==> config.mk <==
export PLATFORM = sky130hd
export DESIGN_NAME = crc8_address_frame_receiver
export DESIGN_NICKNAME = d
export VERILOG_FILES = /design/src/hdl/c8afr_pkg.sv /design/src/hdl/crc8_address_frame_receiver.sv
export SDC_FILE = /design/constraint.sdc
export NUM_CORES = 1
export LEC_CHECK = 0
export BUFFER_PORTS_ARGS = -buffer_cell sky130_fd_sc_hd__buf_4
export CAP_MARGIN = 30
export CORE_MARGIN = 4
export CORE_UTILIZATION = 60
export CTS_CLUSTER_DIAMETER = 120
export CTS_CLUSTER_SIZE = 8
export DETAILED_ROUTE_END_ITERATION = 12
export PLACE_DENSITY_LB_ADDON = 0.25
export SETUP_SLACK_MARGIN = 0.15
export SLEW_MARGIN = 10
export SYNTH_ARGS = -nofsm -noshare
export SYNTH_HDL_FRONTEND = slang
export SYNTH_SLANG_ARGS = --single-unit
==> constraint.sdc <==
create_clock -name aclk -period 11.3 [get_ports aclk]
set_clock_uncertainty 0.05 [all_clocks]
set_input_delay 1.695 -clock aclk [delete_from_list [all_inputs] [get_ports aclk]]
set_output_delay 1.695 -clock aclk [all_outputs]
set_load 0.02 [all_outputs]
==> src/hdl/c8afr_pkg.sv <==
// Shared types, codes and the CRC-8 byte update for the address frame receiver.
package c8afr_pkg;

    localparam int FRAME_LEN   = 9;
    localparam int STORE_DEPTH = FRAME_LEN - 1;
    localparam int STORE_IDX_W = $clog2(STORE_DEPTH);
    localparam int CNT_W       = 4;

    localparam logic [7:0] CRC_INIT = 8'hFF;
    localparam logic [7:0] CRC_POLY = 8'hA1;

    localparam int CFG_IDX_W  = 3;
    localparam int CFG_DATA_W = 16;

    localparam logic [CFG_IDX_W-1:0] REG_TIMEOUT_TICKS   = 3'd0;
    localparam logic [CFG_IDX_W-1:0] REG_NODE_ADDR_HIGH  = 3'd1;
    localparam logic [CFG_IDX_W-1:0] REG_NODE_ADDR_LOW   = 3'd2;
    localparam logic [CFG_IDX_W-1:0] REG_BCAST_ADDR_HIGH = 3'd3;
    localparam logic [CFG_IDX_W-1:0] REG_BCAST_ADDR_LOW  = 3'd4;

    localparam logic OP_BYTE = 1'b0;
    localparam logic OP_TICK = 1'b1;

    typedef enum logic [2:0] {
        ST_IDLE      = 3'd0,
        ST_RECEIVING = 3'd1,
        ST_TIMEOUT   = 3'd2,
        ST_CRC_ERROR = 3'd3,
        ST_FOR_US    = 3'd4,
        ST_OTHER     = 3'd5
    } status_t;

    typedef struct packed {
        status_t    status;
        logic [7:0] addr_high;
        logic [7:0] addr_low;
        logic [7:0] func_code;
        logic [7:0] data0;
        logic [7:0] data1;
        logic [7:0] data2;
        logic [7:0] data3;
        logic [7:0] data4;
        logic [7:0] crc_byte;
    } result_t;

    // Reflected CRC-8: eight shift-right steps with a conditional polynomial XOR.
    function automatic logic [7:0] crc_feed(input logic [7:0] crc, input logic [7:0] data);
        logic [7:0] c;
        c = crc ^ data;
        for (int k = 0; k < 8; k++) begin
            c = c[0] ? ((c >> 1) ^ CRC_POLY) : (c >> 1);
        end
        return c;
    endfunction

endpackage

==> src/hdl/crc8_address_frame_receiver.sv <==
// Top level of the CRC-8 checked nine-byte address frame receiver.
//
// The block takes one transfer per clock on the input channel while s_ready is high: either
// a received bus byte (s_op low) or a timer tick (s_op high), and gives exactly one
// registered result transfer for each. Bytes build a nine-byte frame of two address bytes,
// a function byte, five data bytes and a check byte; a reflected CRC-8 (initial value 0xFF,
// polynomial 0xA1) runs over the first eight. Every byte reloads the inter-byte timeout from
// the timeout_ticks register, each tick during a partial frame counts it down, and the
// partial frame is dropped with status "timeout" when it reaches zero. On the ninth byte the
// result carries the frame fields and the status "crc error", "frame for us" (own or
// broadcast address) or "other destination"; for every other result the frame fields are
// zero. While the output stage does not fill, the sustained rate is one item per cycle; the
// per-item work, the CRC byte update among it, is combinational between the frame state
// registers and the result register. A two-entry output stage (result register plus skid
// register) lets the block keep accepting while a finished result waits for m_ready; s_ready
// falls only once both entries are full. Configuration writes are taken on any cycle with
// cfg_wr_en high and should be made while the block is idle. No clearing pass follows reset.
module crc8_address_frame_receiver #(
    parameter int TIMEOUT_WIDTH = 16
) (
    input  logic                                aclk,
    input  logic                                aresetn,

    input  logic                                cfg_wr_en,
    input  logic [c8afr_pkg::CFG_IDX_W-1:0]     cfg_index,
    input  logic [c8afr_pkg::CFG_DATA_W-1:0]    cfg_wdata,

    input  logic                                s_valid,
    output logic                                s_ready,
    input  logic                                s_op,
    input  logic [7:0]                          s_rx_byte,

    output logic                                m_valid,
    input  logic                                m_ready,
    output logic [2:0]                          m_status,
    output logic [7:0]                          m_addr_high,
    output logic [7:0]                          m_addr_low,
    output logic [7:0]                          m_func_code,
    output logic [7:0]                          m_data0,
    output logic [7:0]                          m_data1,
    output logic [7:0]                          m_data2,
    output logic [7:0]                          m_data3,
    output logic [7:0]                          m_data4,
    output logic [7:0]                          m_crc_byte
);

    // Configuration registers.
    logic [c8afr_pkg::CFG_DATA_W-1:0] timeout_ticks_reg;
    logic [7:0]                       node_addr_high_reg;
    logic [7:0]                       node_addr_low_reg;
    logic [7:0]                       bcast_addr_high_reg;
    logic [7:0]                       bcast_addr_low_reg;

    // Frame state.
    logic [7:0]                       store_reg [c8afr_pkg::STORE_DEPTH];
    logic [c8afr_pkg::CNT_W-1:0]      byte_cnt_reg, byte_cnt_next;
    logic [7:0]                       crc_reg, crc_next;
    logic [TIMEOUT_WIDTH-1:0]         timeout_left_reg, timeout_left_next;
    logic [TIMEOUT_WIDTH-1:0]         tick_left;
    logic                             store_we;
    logic                             addr_match;

    // Output stage: result register and skid register.
    c8afr_pkg::result_t               out_reg, out_next;
    c8afr_pkg::result_t               skid_reg, skid_next;
    logic                             out_valid_reg, out_valid_next;
    logic                             skid_valid_reg, skid_valid_next;
    c8afr_pkg::result_t               res;

    logic                             s_accept;
    logic                             m_pop;

    assign s_ready  = ~skid_valid_reg;
    assign s_accept = s_valid & s_ready;
    assign m_pop    = out_valid_reg & m_ready;

    // Configuration writes; indexes outside the register list are ignored.
    always_ff @(posedge aclk) begin
        if (!aresetn) begin
            timeout_ticks_reg   <= 16'd100;
            node_addr_high_reg  <= 8'd1;
            node_addr_low_reg   <= 8'd1;
            bcast_addr_high_reg <= 8'd255;
            bcast_addr_low_reg  <= 8'd255;
        end else if (cfg_wr_en) begin
            case (cfg_index)
                c8afr_pkg::REG_TIMEOUT_TICKS:   timeout_ticks_reg   <= cfg_wdata;
                c8afr_pkg::REG_NODE_ADDR_HIGH:  node_addr_high_reg  <= cfg_wdata[7:0];
                c8afr_pkg::REG_NODE_ADDR_LOW:   node_addr_low_reg   <= cfg_wdata[7:0];
                c8afr_pkg::REG_BCAST_ADDR_HIGH: bcast_addr_high_reg <= cfg_wdata[7:0];
                c8afr_pkg::REG_BCAST_ADDR_LOW:  bcast_addr_low_reg  <= cfg_wdata[7:0];
                default: ;
            endcase
        end
    end

    // The decremented timeout saturates at zero.
    assign tick_left = (timeout_left_reg != '0) ?
                       (timeout_left_reg - TIMEOUT_WIDTH'(1)) : '0;

    // Either the own or the broadcast address counts as a match.
    assign addr_match = ((store_reg[0] == node_addr_high_reg) &&
                         (store_reg[1] == node_addr_low_reg)) ||
                        ((store_reg[0] == bcast_addr_high_reg) &&
                         (store_reg[1] == bcast_addr_low_reg));

    // Per-item work: update the frame state and form the result of the accepted transfer.
    // The ninth byte is not stored; it is compared with the CRC and reported directly.
    always_comb begin
        byte_cnt_next     = byte_cnt_reg;
        crc_next          = crc_reg;
        timeout_left_next = timeout_left_reg;
        store_we          = 1'b0;
        res               = '0;
        res.status        = c8afr_pkg::ST_IDLE;

        if (s_accept) begin
            if (s_op == c8afr_pkg::OP_TICK) begin
                if (byte_cnt_reg != '0) begin
                    timeout_left_next = tick_left;
                    if (tick_left == '0) begin
                        byte_cnt_next = '0;
                        crc_next      = c8afr_pkg::CRC_INIT;
                        res.status    = c8afr_pkg::ST_TIMEOUT;
                    end else begin
                        res.status    = c8afr_pkg::ST_RECEIVING;
                    end
                end
            end else begin
                timeout_left_next = TIMEOUT_WIDTH'(timeout_ticks_reg);
                if (byte_cnt_reg == c8afr_pkg::CNT_W'(c8afr_pkg::FRAME_LEN - 1)) begin
                    if (s_rx_byte != crc_reg) begin
                        res.status = c8afr_pkg::ST_CRC_ERROR;
                    end else if (addr_match) begin
                        res.status = c8afr_pkg::ST_FOR_US;
                    end else begin
                        res.status = c8afr_pkg::ST_OTHER;
                    end
                    res.addr_high = store_reg[0];
                    res.addr_low  = store_reg[1];
                    res.func_code = store_reg[2];
                    res.data0     = store_reg[3];
                    res.data1     = store_reg[4];
                    res.data2     = store_reg[5];
                    res.data3     = store_reg[6];
                    res.data4     = store_reg[7];
                    res.crc_byte  = s_rx_byte;
                    byte_cnt_next = '0;
                    crc_next      = c8afr_pkg::CRC_INIT;
                end else begin
                    store_we      = 1'b1;
                    crc_next      = c8afr_pkg::crc_feed(crc_reg, s_rx_byte);
                    byte_cnt_next = byte_cnt_reg + c8afr_pkg::CNT_W'(1);
                    res.status    = c8afr_pkg::ST_RECEIVING;
                end
            end
        end
    end

    // Output stage: a new result goes to the result register when it is free or being
    // emptied, otherwise it is parked in the skid register.
    always_comb begin
        out_next        = out_reg;
        out_valid_next  = out_valid_reg;
        skid_next       = skid_reg;
        skid_valid_next = skid_valid_reg;

        if (m_pop || !out_valid_reg) begin
            if (skid_valid_reg) begin
                out_next        = skid_reg;
                out_valid_next  = 1'b1;
                skid_valid_next = 1'b0;
            end else begin
                out_next        = res;
                out_valid_next  = s_accept;
            end
        end else if (s_accept) begin
            skid_next       = res;
            skid_valid_next = 1'b1;
        end
    end

    always_ff @(posedge aclk) begin
        if (!aresetn) begin
            byte_cnt_reg     <= '0;
            crc_reg          <= c8afr_pkg::CRC_INIT;
            timeout_left_reg <= '0;
            out_valid_reg    <= 1'b0;
            skid_valid_reg   <= 1'b0;
        end else begin
            byte_cnt_reg     <= byte_cnt_next;
            crc_reg          <= crc_next;
            timeout_left_reg <= timeout_left_next;
            out_valid_reg    <= out_valid_next;
            skid_valid_reg   <= skid_valid_next;
        end
    end

    // Payload registers carry no reset.
    always_ff @(posedge aclk) begin
        out_reg  <= out_next;
        skid_reg <= skid_next;
        if (store_we) begin
            store_reg[byte_cnt_reg[c8afr_pkg::STORE_IDX_W-1:0]] <= s_rx_byte;
        end
    end

    assign m_valid     = out_valid_reg;
    assign m_status    = out_reg.status;
    assign m_addr_high = out_reg.addr_high;
    assign m_addr_low  = out_reg.addr_low;
    assign m_func_code = out_reg.func_code;
    assign m_data0     = out_reg.data0;
    assign m_data1     = out_reg.data1;
    assign m_data2     = out_reg.data2;
    assign m_data3     = out_reg.data3;
    assign m_data4     = out_reg.data4;
    assign m_crc_byte  = out_reg.crc_byte;

endmodule

* After elaboration in Yosys (flattened, before gate mapping)
Memory sizes are Yosys's and may differ from the RTL's. Index checks and enable logic that the tools add are counted. Widths: inputs -> output; s select.
Word-level totals: RAM bits 64, register bits 228, word-level logic and storage cells 112, memories 1, input bits 33, output and inout bits 77
Operators by class: muxes and demuxes 35, bitwise operators 14, reductions and logical operators 18, eq/ne operators 12, add/sub/neg operators 2
Memories:
- store_reg | depth 8, width 8, rd ports 8, clocked after Yosys merged registers in 0, write ports 1, line crc8_address_frame_receiver.sv:55 | logic [7:0] store_reg [c8afr_pkg::STORE_DEPTH];
Operators by type and width (count):
- $mux 75 | 2
- $mux 72 | 2
- $mux 8 | 12
- $mux 16 | 3
- $eq 8x8->1 | 4
- $not 2->3 | 8
- $logic_not 16->1 | 1
- $mux 4 | 4
- $reduce_bool 16->1 | 1
- $sub 16x1->16 const B | 1
- $reduce_and 2->1 | 7
- $mux 3 | 3
- $ne 8x8->1 | 1
- $xor 8x8->8 | 1
- $mux 1 | 7
- $eq 3x2->1 const B | 2
- $add 4x1->4 const B | 1
- $eq 4x4->1 const B | 1
- $mux 2 | 2
- $ne 2x1->1 const B | 2
- $reduce_bool 4->1 | 1
- $eq 3x1->1 const B | 1
- $eq 3x3->1 const B | 1
- $logic_not 3->1 | 1
- 7 further kinds | 12

* Depth between registers and ports, before layout
Gate-level depths: netlist of the first run.
depth in word-level cells 19, gate-level depth with buffers 10, mapped depth without buffers 9

* Worst setup path before layout of the first run
No wires, ideal clock.
path kind input port to flip-flop, from input m_ready, to register skid_reg[0] (netlist name) (enable), library setup time 0.509 ns, path slack 3.880 ns, required time 10.741 ns, cell stages on the path 2, buffers on the path 0, arrival time 6.861 ns, cell sequence nand2b_1 > nor2_1
Between the ends: cells in the longest elaborated chain, start to end 4
RTL lines:
- start, declared | line crc8_address_frame_receiver.sv:34 | input logic m_ready,
- $and 1x1->1 | line crc8_address_frame_receiver.sv:75 | assign m_pop = out_valid_reg & m_ready;
- $logic_or 1x1->1 | line crc8_address_frame_receiver.sv:168 | if (m_pop || !out_valid_reg) begin
- $not 1->1 (no line)
- $reduce_and 2->1 (no line)
- end signal, assigned | line crc8_address_frame_receiver.sv:202 | skid_reg <= skid_next;
- end, declared | line crc8_address_frame_receiver.sv:65 | c8afr_pkg::result_t skid_reg, skid_next;
No other way between the ends. A chain may end at the register's enable or synchronous reset.

* Final worst setup path of the first run
from input s_valid, to memory store_reg[6][5] (enable)
Between the ends: cells in the longest elaborated chain, start to end 4
RTL lines:
- start, declared | line crc8_address_frame_receiver.sv:28 | input logic s_valid,
- $and 1x1->1 | line crc8_address_frame_receiver.sv:74 | assign s_accept = s_valid & s_ready;
- $mux 1 | line crc8_address_frame_receiver.sv:117 | if (s_accept) begin
- $mux 1 | line crc8_address_frame_receiver.sv:203 | if (store_we) begin
- $mux 1 (not written as such) | line crc8_address_frame_receiver.sv:204 | store_reg[byte_cnt_reg[c8afr_pkg::STORE_IDX_W-1:0]] <= s_rx_byte;
- end, declared | line crc8_address_frame_receiver.sv:55
No other way between the ends.

==> run metrics, run 1 <==
post-CTS setup buffer count=0; kind of critical path=input pin to flop; Req. time, crit path=11.45 ns; share of layout cells above drive strength 1=17.4%; Final nets=1073; die width=148 µm; maximum clock frequency=275 MHz; Final Hold Viols=0; VDD IR max=0.105 mV; mux contribution to synthesized area=0.0951%; post-synthesis adder-cell area fraction=0.634%; status=completed; prevailing post-synth register cell=edfxtp_1; sw power=597 µW; Routed Wire Length=24.8 mm; Gate Count Post-Synth=927; leakage power=6.01 nW; nature of the critical path endpoint=flop; largest family of logic cells by synthesized area=simple AND/OR/NAND/NOR gates; Setup TNS Final=0 ns; Mapped Area=11800 µm²; Placer Congestion=0.874; I/O Buffers=109; later-pin clock latency in the skew report=0.51 ns; Worst-path clk slew=0.05 ns; crit start category=input pin; clock power share=43.0%; core area=19500 µm²; fin crit period=3.63 ns; Syn Area/Cell=12.8 µm²; setup ws final=7.67 ns; drt wl/cell=18.8 µm; layout filler cell count=1275; DRT Pass-1 Iters=6; CTS Sinks=292; all-layer global routing usage=22.9%; Pwr Total=2.62 mW; cts bufs inserted=42; First DRT Iteration DRCs=552; DRC viols=0; Synth cell types=56; Worst Path Arrival=3.79 ns; first-pass GRT wire length=40.2 mm; number of global-route vias before repair=7469; Ant. Diodes=0; via/cell ratio=5.81; Net Count, Synth=966; maxcap violations=0; post-DP HPWL=15.3 mm; gr ovfl total=0; RSZ-0062 raised after global routing=no; Initial Util=60.8%; Resize count post-CTS=0; initial antenna violation count=0; largest net degree at the start of global routing=88; Worst Path Max Fanout=87; Placed Area=12800 µm²; hold crit path type=flop to flop; Synth-to-Final Area Change=18.7%; combinational share of power=10.4%; Post-Synth Simple-Gate Area=14.7%; H-tree Lvls=2; final instance area=14100 µm²; P_int=2.02 mW; async set or reset register ratio after synthesis=0%; std cell rows=51; flip-flop count of the largest register after layout=75; Cell Pwr Density=186 nW/µm²; worst slack, placed=6.94 ns; DIE AREA=22000 µm²; switch share=22.8%; register share of total power=46.6%; TritonCTS clock tree=built; vias=7663; Die Ht=148 µm; Slew @ Worst Pin=0.919 ns; hold_buf cts=0; #FFs+latches synth=292; sequential share of the synthesized area=67.5%; IO Pins=110; Tcrit/Tclk final=32.1%; number of synthesized flops with an enable pin=214; CTS Root Cell=clkbuf_16; Slew headroom=38.7%; Final Setup Violations=0; yosys warns=0; Clock Tree Buf Depth=3; Max Slew Vio Count=0; post-synthesis xor/xnor area fraction=4.22%; Compound-Gate Fraction of Synth Area=10.6%; Routed Antenna Nets=0
[power groups by stage]
stage	Sequential, mW	Combinational, mW	Clock (mW)
3_3_place_gp	1.24	0.265	0
2_1_floorplan	1.25	0.179	0
4_1_cts	1.22	0.272	1.14
6_report	1.22	0.273	1.12
3_5_place_dp	1.24	0.270	0
5_1_grt	1.22	0.299	1.20
[synth_stat cells, types with 3 or more instances]
cell type | instances | area, µm²
a21boi_0 | 33 | 248
a21o_1 | 75 | 563
a21oi_1 | 8 | 40.0
a222oi_1 | 3 | 30.0
a22oi_1 | 6 | 45.0
a31oi_1 | 5 | 31.3
and2_1 | 7 | 43.8
and3_1 | 81 | 507
and3b_1 | 3 | 26.3
buf_2 | 4 | 20.0
buf_6 | 3 | 33.8
clkbuf_1 | 51 | 191
dfxtp_1 | 78 | 1560
edfxtp_1 | 214 | 6430
ha_1 | 6 | 75.1
inv_1 | 6 | 22.5
nand2_1 | 114 | 428
nand3_1 | 29 | 145
nand4_1 | 9 | 56.3
nor2_1 | 36 | 135
nor2b_1 | 8 | 50.1
nor3_1 | 15 | 75.1
nor3b_1 | 6 | 45.0
nor4_1 | 6 | 37.5
nor4b_1 | 5 | 43.8
o21ai_0 | 15 | 75.1
o21ai_1 | 8 | 40.0
o31ai_1 | 3 | 22.5
or3_1 | 3 | 18.8
xnor2_1 | 49 | 429
xor2_1 | 8 | 70.1
[area by class of cell]
class	instances	area, µm²	share of cell area [%]
multi-input combinational	571	3610	25.7
tap	265	332	2.36
clock buffer	61	1140	8.14
timing repair buffer	121	918	6.53
inverter	6	22.5	0.160
clock inverter	2	38.8	0.276
sequential	292	7990	56.8
[per-layer routing]
metal / share of wire (%) / up-vias / GRT usage (%) / wire, µm
met5: 0 / - / 0 / 0
met4: 2.1 / 0 / 7.30 / 526
met2: 48 / 310 / 36.5 / 12000
li1: - / 3616 / - / -
met3: 6.6 / 46 / 3.63 / 1640
met1: 43 / 3691 / 32.8 / 10600
[final timing paths]
check,start,to,slack [ns],cells past startpoint
worst min register to register,timeout_ticks_reg[3],timeout_ticks_reg[3],0.41,2
worst min-delay path,timeout_ticks_reg[3],timeout_ticks_reg[3],0.41,2
worst max register to register,timeout_left_reg[0],crc_reg[0],7.86,9
worst max-delay path,s_valid,store_reg[6][5],7.67,7
[logic make-up (layout without fill, tap and decap cells)]
family / Yosys count / count (layout)
xor gates and xnor gates: 57 / 57
adders and majority gates: 6 / 6
AOI/OAI and AO/OA: 172 / 172
and+or+nand+nor: 335 / 335
DFF: 292 / 292
buffers and inverters: 64 / 190
muxes: 1 / 1
[placed cells by master (no fill, tap or decap), drive strengths merged, types with 2 or more instances in the layout]
cell,instances
edfxtp,214
buf,118
nand2,114
and3,81
dfxtp,78
a21o,75
clkbuf,64
xnor2,49
nor2,36
a21boi,34
nand3,29
o21ai,24
nor3,15
nand4,9
nor2b,8
xor2,8
a21oi,8
and2,7
inv,7
nor4,7
nor3b,6
a22oi,6
ha,6
nor4b,5
a31oi,5
o31ai,4
or3,3
and3b,3
a222oi,3
or4,2
nand3b,2
and4b,2
a221oi,2
nand2b,2
or2,2
[per-stage QoR]
step	hold WS [ns]	util, %	cells
3_5_place_dp	0.407	65.9	1249
3_3_place_gp	0.408	65.9	1249
4_1_cts	0.413	71.9	1312
6_report	0.409	72.2	1318
5_1_grt	0.438	72.2	1318
2_1_floorplan	0.390	-	927
[critical path: stages]
cell,delay [ns]
buf_4,0.10
nand2_1,0.16
nor2_4,0.12
buf_4,0.56
nand2_1,0.25
nor3b_1,0.57
clkbuf_2,0.29
(Power assumes the default switching activity.)
==> run 2: changes to the inputs <==
- CORE_UTILIZATION: 60 -> 53
- clock period: 11.3 -> 3.15 ns (I/O delays scaled with it)
==> run metrics, run 2 (synthesized netlist as in run 1, its figures left out) <==
clock power share=43.1% (was 43.0%); share of layout cells above drive strength 1=18.6% (was 17.4%); area of the multi-input gates=3620 µm² (was 3610 µm²); nature of the critical path endpoint=flop (unchanged); core area=21900 µm² (was 19500 µm²); DIE AREA=24800 µm² (was 22000 µm²); Final Hold Viols=0 (unchanged); I/O Buffers=109 (unchanged); met3 wire length=1.91 mm (was 1.64 mm); P_int=7.24 mW (was 2.02 mW); Ant. Diodes=0 (unchanged); drt wl/cell=19.6 µm (was 18.8 µm); hold crit path type=input pin to flop (was flop to flop); Worst Setup SP=timeout_left_reg[3] (was s_valid); worst slack, placed=0.251 ns (was 6.94 ns); DRC viols=0 (unchanged); Worst Hold Depth=3 (was 2); fin crit period=2.85 ns; Synth-to-Final Area Change=19.9% (was 18.7%); Req. time, crit path=3.49 ns (was 11.45 ns); die width=157 µm (was 148 µm); Setup TNS Final=0 ns (unchanged); Post-Place Cells=1282 (was 1249); Final nets=1086 (was 1073); flip-flop count of the largest register after layout=75 (unchanged); std cell rows=54 (was 51); later-pin clock latency in the skew report=0.53 ns (was 0.51 ns); Crit path largest cell delay=0.62 ns (was 0.57 ns); crit start category=flop (was input pin); VDD IR max=0.621 mV (was 0.105 mV); RR Endpoint=m_status[1] (was crc_reg[0]); Worst-path clk slew=0.05 ns (about the same); reg2reg start=timeout_left_reg[3] (was timeout_left_reg[0]); met2 wire length=12.4 mm (was 12.0 mm); r2r worst-path depth=8 (was 9); Slew headroom=42.1% (was 38.7%); Top Layer Used=met4 (unchanged); first-pass GRT wire length=40.9 mm (was 40.2 mm); Slew @ Worst Pin=0.869 ns (was 0.919 ns); post-DP HPWL=16.2 mm (was 15.3 mm); Final Setup Violations=0 (unchanged); Tcrit/Tclk final=90.6%; leakage power=6.08 nW (was 6.01 nW); Slowest-stage cell, CP=or4_4 (was nor3b_1); register share of total power=46.0% (was 46.6%); most frequent cells in the layout=edfxtp_1 (214), buf_4 (133), nand2_1 (114), and3_1 (81), dfxtp_1 (77) (was edfxtp_1 (214), buf_4 (115), nand2_1 (114), and3_1 (81), dfxtp_1 (77)); setup ws final=0.296 ns (was 7.67 ns); DRT Pass-1 Iters=6 (unchanged); via/cell ratio=5.77 (was 5.81); Worst Path Max Fanout=8 (was 87); vias=7767 (was 7663); sequential cell area=7990 µm² (unchanged); RSZ-0062 raised after global routing=no (unchanged); WHS Endpoint=timeout_ticks_reg[9] (was timeout_ticks_reg[3]); maximum clock frequency=350 MHz; Routed Antenna Nets=0 (unchanged); most common cell after layout, fill and taps aside=edfxtp_1 (unchanged); Routed Wire Length=26.3 mm (was 24.8 mm); initial antenna violation count=0 (unchanged); combinational share of power=10.9% (was 10.4%); sw power=2.25 mW (was 597 µW); Worst Path Arrival=3.19 ns (was 3.79 ns); Initial Util=54.1% (was 60.8%); status=completed (unchanged); CTS Root Cell=clkbuf_16 (unchanged); Placer Congestion=0.852 (was 0.874); TritonCTS clock tree=built (unchanged); layout filler cell count=1650 (was 1275); flop2flop setup slack=0.30 ns (was 7.86 ns); IO Pins=110 (unchanged); Hold Crit Start=cfg_wdata[9] (was timeout_ticks_reg[3]); all-layer global routing usage=21.1% (was 22.9%); maxcap violations=0 (unchanged); Cell Pwr Density=668 nW/µm² (was 186 nW/µm²); CTS Sinks=292 (unchanged); Pwr Total=9.48 mW (was 2.62 mW); gr ovfl total=0 (unchanged); number of global-route vias before repair=7402 (was 7469); CP cell instances=or4_4, o31a_1, a311oi_1, a41oi_2, o31ai_4, buf_4, and2_1, a21o_1 (was buf_4, nand2_1, nor2_4, buf_4, nand2_1, nor3b_1, clkbuf_2); First DRT Iteration DRCs=567 (was 552); Hold Slack=0.158 ns (was 0.409 ns); Die Ht=157 µm (was 148 µm); largest net degree at the start of global routing=87 (was 88); Final Non-Filler Cells=1346 (was 1318); routed length on met1=11.3 mm (was 10.6 mm); Clock Tree Buf Depth=3 (unchanged); switch share=23.7% (was 22.8%); kind of critical path=flop to flop (was input pin to flop); H-tree Lvls=2 (unchanged); Max Slew Vio Count=0 (unchanged); cts bufs inserted=42 (unchanged)
[run 2: cell count changes in the layout (fill, tap and decap cells not counted), sizes merged]
cell    before  now
clkinv       0    3
buf        118  134
clkbuf      64   59
inv          7    6
[run 2: worst max-delay path, delay by kind of cell (launching register included)]
family	cells	cell delay (ns)
AND/OR/NAND/NOR	2	0.78
buffers and inverters	1	0.18
AO/OA/AOI/OAI	5	1.31
flip-flops	1	0.37
[run 2: power by group through the flow]
| stage | Clock, mW | Sequential (mW) | Combinational [mW] |
|---|---|---|---|
| after floorplan | 0 | 4.48 | 0.643 |
| after global placement | 0 | 4.43 | 1.01 |
| after detailed placement | 0 | 4.44 | 1.02 |
| after CTS | 4.16 | 4.37 | 1.02 |
| after global routing | 4.34 | 4.38 | 1.12 |
| final | 4.09 | 4.37 | 1.03 |
[run 2: worst max path at each step]
stage	end	slack, ns	cells past startpoint
2_1_floorplan	skid_reg[0]	0.42	2
4_1_cts	crc_reg[0]	0.23	10
5_1_grt	crc_reg[4]	0.15	10
6_report	m_status[1]	0.30	8
3_3_place_gp	crc_reg[1]	0.30	10
3_5_place_dp	crc_reg[5]	0.25	10
[run 2: routing by layer]
metal,GRT usage [%],up-vias
met5,0,-
met4,6.84,0
met3,3.63,53
met2,33.6,302
met1,29.8,3765
li1,-,3647
[run 2: through the flow]
step	util, %	cell area, µm²
after global routing	64.8	14200
after CTS	64.8	14200
after global placement	59.2	13000
final	64.8	14200
after detailed placement	59.2	13000
after floorplan	-	11900
[run 2: final cells by class]
cell class                      instances  share of cell area [%]
Sequential cell                       292                    56.3
Multi-Input combinational cell        571                    25.5
Clock buffer                           59                    7.85
Timing Repair Buffer                  134                    7.11
Tap cell                              280                    2.47
Clock inverter                          4                   0.652
Inverter                                6                   0.159
[run 2: what timing repair did]
action                                 CTS  global route
hold buffers                             0             0
endpoints found under the hold margin    0             0
setup buffers                            0             1
setup endpoints to repair                0             8
resized for setup                        0             2
